## src/rtl/fic_pkg.sv

```systemverilog
`timescale 1ns / 1ps
// ----------------------------------------------------------------------------
// fic_pkg
// Shared constants, tables and types of the fuzzy image compare block.
// ----------------------------------------------------------------------------
package fic_pkg;

  // default parameter values
  localparam int MAX_PIXELS_LOG2_DEF = 22;
  localparam int LAB_FRAC_BITS_DEF   = 8;

  // register map (index = paddr[3:2])
  localparam logic [1:0] REG_DELTA_E = 2'd0;
  localparam logic [1:0] REG_RMS     = 2'd1;
  localparam logic [1:0] REG_DRIFT   = 2'd2;

  localparam logic [15:0] DELTA_E_RST = 16'd512;
  localparam logic [15:0] RMS_RST     = 16'd1280;
  localparam logic [14:0] DRIFT_RST   = 15'd256;

  // linear light, Q1.16 with 1.0 = 65536
  localparam int LIN_W = 17;
  // Lab component width, signed, wide enough for 12 fraction bits
  localparam int LAB_W = 26;

  typedef logic [LIN_W-1:0] lin_t;
  typedef lin_t gamma_tab_t [256];
  typedef logic signed [LAB_W-1:0] lab_t;
  typedef lab_t lab_vec_t [3];

  // result of one delta E judgement
  typedef struct packed {
    logic done;
    logic mismatch;
  } judge_t;

  // sRGB to XYZ over the white point, Q0.15, rows X, Y, Z
  localparam logic [14:0] MAT_COEF [3][3] = '{
    '{15'd14218, 15'd12328, 15'd6223},
    '{15'd6966,  15'd23436, 15'd2366},
    '{15'd581,   15'd3587,  15'd28605}
  };

  // gamma expansion table, built at elaboration
  function automatic gamma_tab_t build_gamma();
    gamma_tab_t  tab;
    logic [63:0] t;
    logic [63:0] u;
    logic [63:0] r;
    logic [63:0] cand;
    logic [63:0] p;
    for (int v = 0; v < 256; v++) begin
      if (v <= 10) begin
        tab[v] = LIN_W'((64'(v) * 64'd6553600 + 64'd164730) / 64'd329460);
      end else begin
        t = ((64'(1000 * v + 14025) << 24) + 64'd134512) / 64'd269025;
        u = (t * t + (64'd1 << 23)) >> 24;
        r = 64'd0;
        // largest r with r^5 <= u, one bit at a time
        for (int b = 24; b >= 0; b--) begin
          cand = r | (64'd1 << b);
          p    = cand;
          for (int k = 0; k < 4; k++) begin
            p = (p * cand) >> 24;
          end
          if (p <= u) begin
            r = cand;
          end
        end
        tab[v] = LIN_W'((((r * u) >> 24) + 64'd128) >> 8);
      end
    end
    return tab;
  endfunction

  localparam gamma_tab_t GAMMA_TAB = build_gamma();

endpackage

```

## src/rtl/fic_merge.sv

```systemverilog
`timescale 1ns / 1ps
// ----------------------------------------------------------------------------
// fic_merge
// Combines the two lane results: delta E squared against the threshold,
// together with the alpha difference check.
// ----------------------------------------------------------------------------
module fic_merge #(
  parameter int LAB_FRAC_BITS = fic_pkg::LAB_FRAC_BITS_DEF
) (
  input  logic              clk_i,
  input  logic              rst_ni,
  input  logic              start_i,
  input  fic_pkg::lab_vec_t lab_a_i,
  input  fic_pkg::lab_vec_t lab_b_i,
  input  logic [15:0]       thr_i,
  input  logic [7:0]        alpha_a_i,
  input  logic [7:0]        alpha_b_i,
  output fic_pkg::judge_t   res_o
);

  localparam int DIFF_W = fic_pkg::LAB_W + 1;
  localparam int DE2_W  = 2 * fic_pkg::LAB_W + 2;
  localparam int CMP_W  = DE2_W + 16;

  localparam logic [1:0] M_IDLE = 2'd0;
  localparam logic [1:0] M_SQ   = 2'd1;
  localparam logic [1:0] M_CMP  = 2'd2;

  logic [1:0]               state_q, state_d;
  logic [1:0]               idx_q, idx_d;
  logic [DE2_W-1:0]         de2_q, de2_d;
  fic_pkg::judge_t          res_q, res_d;

  logic signed [DIFF_W-1:0] diff;
  logic [fic_pkg::LAB_W-1:0] mag;
  logic [31:0]              thr2;
  logic [CMP_W-1:0]         lhs, rhs;
  logic [7:0]               ad;
  logic [23:0]              ad_scaled, thr_scaled;

  // per component square, threshold compares
  always_comb begin
    diff       = DIFF_W'(lab_a_i[idx_q]) - DIFF_W'(lab_b_i[idx_q]);
    mag        = diff[DIFF_W-1] ? fic_pkg::LAB_W'(-diff) : fic_pkg::LAB_W'(diff);
    thr2       = 32'(thr_i * thr_i);
    lhs        = {de2_q, 16'd0};
    rhs        = CMP_W'(thr2) << (2 * LAB_FRAC_BITS);
    ad         = (alpha_a_i >= alpha_b_i) ? alpha_a_i - alpha_b_i : alpha_b_i - alpha_a_i;
    ad_scaled  = 24'(ad * 15'd25600);
    thr_scaled = 24'(thr_i * 8'd255);
  end

  always_comb begin
    state_d = state_q;
    idx_d   = idx_q;
    de2_d   = de2_q;
    res_d   = '{done: 1'b0, mismatch: res_q.mismatch};
    unique case (state_q)
      M_IDLE: begin
        if (start_i) begin
          idx_d   = 2'd0;
          de2_d   = '0;
          state_d = M_SQ;
        end
      end
      M_SQ: begin
        de2_d = de2_q + DE2_W'(mag * mag);
        if (idx_q == 2'd2) begin
          state_d = M_CMP;
        end else begin
          idx_d = idx_q + 2'd1;
        end
      end
      M_CMP: begin
        res_d.done     = 1'b1;
        res_d.mismatch = (lhs > rhs) || (ad_scaled > thr_scaled);
        state_d        = M_IDLE;
      end
      default: state_d = M_IDLE;
    endcase
  end

  always_ff @(posedge clk_i or negedge rst_ni) begin
    if (!rst_ni) begin
      state_q <= M_IDLE;
      res_q   <= '0;
    end else begin
      state_q <= state_d;
      res_q   <= res_d;
    end
  end

  always_ff @(posedge clk_i) begin
    idx_q <= idx_d;
    de2_q <= de2_d;
  end

  assign res_o = res_q;

endmodule

```

## config.mk

```make
export PLATFORM = sky130hd
export DESIGN_NAME = fic_merge
export DESIGN_NICKNAME = d
export VERILOG_FILES = /design/src/rtl/fic_pkg.sv /design/src/rtl/fic_merge.sv
export SDC_FILE = /design/constraint.sdc
export NUM_CORES = 2
export LEC_CHECK = 0
export ABC_CLOCK_PERIOD_IN_PS = 15110
export BUFFER_PORTS_ARGS = -buffer_cell sky130_fd_sc_hd__buf_2
export CAP_MARGIN = 20
export CORE_ASPECT_RATIO = 0.75
export CORE_MARGIN = 2
export CORE_UTILIZATION = 65
export DETAILED_ROUTE_END_ITERATION = 6
export PLACE_DENSITY = 0.84
export SETUP_SLACK_MARGIN = 0.02
export SLEW_MARGIN = 20
export SYNTH_ARGS = -nofsm -noshare
export SYNTH_HDL_FRONTEND = slang
export SYNTH_SLANG_ARGS = --single-unit
```

## constraint.sdc

```tcl
create_clock -name clk_i -period 15.11 [get_ports clk_i]
set_clock_uncertainty 0.2 [all_clocks]
set_input_delay 2.2665 -clock clk_i [delete_from_list [all_inputs] [get_ports clk_i]]
set_output_delay 2.2665 -clock clk_i [all_outputs]
set_load 0.01 [all_outputs]
```

==> results.json <==
{
  "maxSlewViolCount": 0,
  "hold_violations": 0,
  "gp_congestion": 0.998,
  "critical_path_class": "input port to register",
  "initial_core_util_pct": 65.9,
  "clockBufferDepth": 2,
  "wl_per_cell_um": 18.2,
  "tritoncts": "done",
  "maxCapViolCount": 0,
  "antenna_cells_inserted": 0,
  "hp-class": "register to register",
  "yosysMostFrequentCell": "inv_1",
  "cts_buffers": 9,
  "wl_um": 93900,
  "synthDominantCellAreaShare_pct": 42.5,
  "areaGrowthSynthToFinish_pct": 5.55,
  "dr.pass1.iters": 7,
  "ctsResizeCount": 0,
  "required_ns": 15.04,
  "cp_top_family": "adder cells",
  "fillers": 4263,
  "grt_pass1_wl_um": 156000,
  "dp_hpwl_um": 80100,
  "grt_usage_pct": 33.2,
  "wl_met3_um": 10600,
  "die_w_um": 283,
  "crit_buf_inv": 9,
  "final.setup.tns_ns": 0,
  "grt_antenna_before_repair": 1,
  "fmax_ghz": 0.0723,
  "relSlewSlack_pct": 29.7,
  "netlist_instances": 4256,
  "cts_sinks": 60,
  "cts_setup_buffers": 0,
  "synth_common_cells": "inv_1 (1,115), fa_1 (805), ha_1 (470)",
  "final-setup-viol-count": 0,
  "tightest_slew_ns": 1.05,
  "seq_area_frac_synth_pct": 4.70,
  "cts_root_buffer": "clkbuf_16",
  "slowest_delay_ns": 0.55,
  "postCtsHoldBufs": 0,
  "place_area_sq_mm": 0.0397,
  "port_buffers": 192,
  "rows": 76,
  "synth-seq-cells": 60,
  "multi_input_area_sq_mm": 0.0314,
  "via_per_inst": 5.65,
  "die_y_um": 213,
  "yosysTopAreaCell": "fa_1",
  "clk_pin_slew_worst_paths_ns": 0.06,
  "async_flop_share_pct": 6.67,
  "cp-end-kind": "register",
  "drive_gt1_share_pct": 6.85,
  "grt_max_degree": 56,
  "crit_arrival_ns": 13.76,
  "routed.top_layer": "met4",
  "synth-edff-count": 56,
  "syn_area_per_cell_sq_um": 8.90,
  "postRouteAntennaNets": 0,
  "drt_iter0_markers": 2737,
  "ys_types": 85,
  "start_kind": "input port",
  "min_period_over_period_pct": 91.6,
  "yosys_warnings": 0,
  "status": "complete, no violations",
  "grt_pass1_vias": 31100,
  "route.detailed.drc": 0,
  "design_area_sq_mm": 0.0400,
  "h-tree-depth": 3,
  "die_area_sq_mm": 0.0603,
  "wl_met2_um": 42700,
  "nets": 5856,
  "pin_count": 193,
  "syn_area_sq_mm": 0.0379,
  "rsz0062_at_grt": "false",
  "synth_fp_nets": 5722,
  "area.sequential_sq_mm": 0.00178,
  "drt-met1-wl_um": 37600,
  "period_minus_slack_ns": 13.83,
  "grt-ovfl-total": 0,
  "ys.flop_type": "edfxtp_1",
  "core_area_sq_mm": 0.0575,
  "slowest_stage": "fa_1",
  "clk_latency_ns": 0.38,
  "vias": 29200,
  "crit_path_max_fanout": 17,
  "yosys-top-cells-area": "fa_1 (43%), ha_1 (16%), inv_1 (11%), edfxtp_1 (4.4%), nor2_1 (3.6%)"
}
==> worst min-delay path, delay by kind of cell (launching register included) <==
family / cells / cell delay [ns]
multiplexers: 1 / 0.07
flip-flops: 1 / 0.36
AO/OA/AOI/OAI: 1 / 0.06
==> sequential cells by signal, summed over array words and instances (netlist names) <==
name / flops
idx_q: 2
res_o: 2
state_q: 2
de2_q: 54
==> cell type report <==
cell class	count	share of cell area, %
multi-input cells	2953	78.5
flip-flops and latches	60	4.45
clock inverters	4	0.122
inverters	1130	10.6
well taps	780	2.44
repair buffers	236	3.23
clock buffers	12	0.641
==> routing by layer <==
metal  global-route usage (%)  vias to the layer above
met4                     10.6                        0
met3                     8.16                      243
met2                     51.9                     1440
li1                         -                    13300
met1                     45.7                    14300
met5                        0                        -
==> path summary, 6_finish.rpt <==
path / slack [ns] / depth (start not counted) / from / to
worst max-delay path: 1.28 / 43 / lab_a_i[27] / de2_q[52]
worst min-delay path: 0.33 / 2 / res_o[0] / res_o[0]
worst max register to register: 1.71 / 41 / idx_q[1] / de2_q[52]
worst min register to register: 0.33 / 2 / res_o[0] / res_o[0]
max in group asynchronous: 13.04 / 1 / rst_ni / res_o[1]
min in group asynchronous: 1.51 / 1 / rst_ni / state_q[1]
==> placed cells by master (no fill, tap or decap), types with 28 or more instances in the layout <==
master / Yosys / final
a21oi_1: 164 / 164
o21ai_0: 102 / 102
nor3_1: 34 / 34
xnor2_1: 95 / 92
buf_2: 5 / 192
fa_1: 805 / 805
inv_1: 1115 / 1115
a21o_1: 98 / 98
buf_4: 1 / 44
edfxtp_1: 56 / 56
ha_1: 470 / 470
mux2i_1: 62 / 62
nor2_1: 365 / 364
nand2_1: 364 / 364
nor2b_1: 30 / 28
xor2_1: 69 / 69
==> cell families after synthesis <==
kind of cell | after synthesis | share of synthesized area, %
adders and majority gates | 1275 | 58.0
AOI/OAI and AO/OA | 505 | 8.43
DFF | 60 | 4.70
buffers and inverters | 1243 | 12.6
and+or+nand+nor | 944 | 10.7
xor gates and xnor gates | 165 | 3.83
muxes | 64 | 1.70
==> metrics by stage <==
stage | utilization (%) | worst slack, ns | cells | hold slack [ns]
final | 69.5 | 1.28 | 5175 | 0.329
after global routing | 69.5 | 0.678 | 5175 | 0.407
after CTS | 69.5 | 1.58 | 5175 | 0.324
after detailed placement | 69.0 | 1.21 | 5159 | 0.310
after global placement | 69.0 | 1.43 | 5159 | 0.317
after floorplan | - | 2.50 | 4256 | 0.275
Power is left out: the tool's default activity adds up to more than one toggle a clock period on the data nets, which glitch-free logic cannot reach.
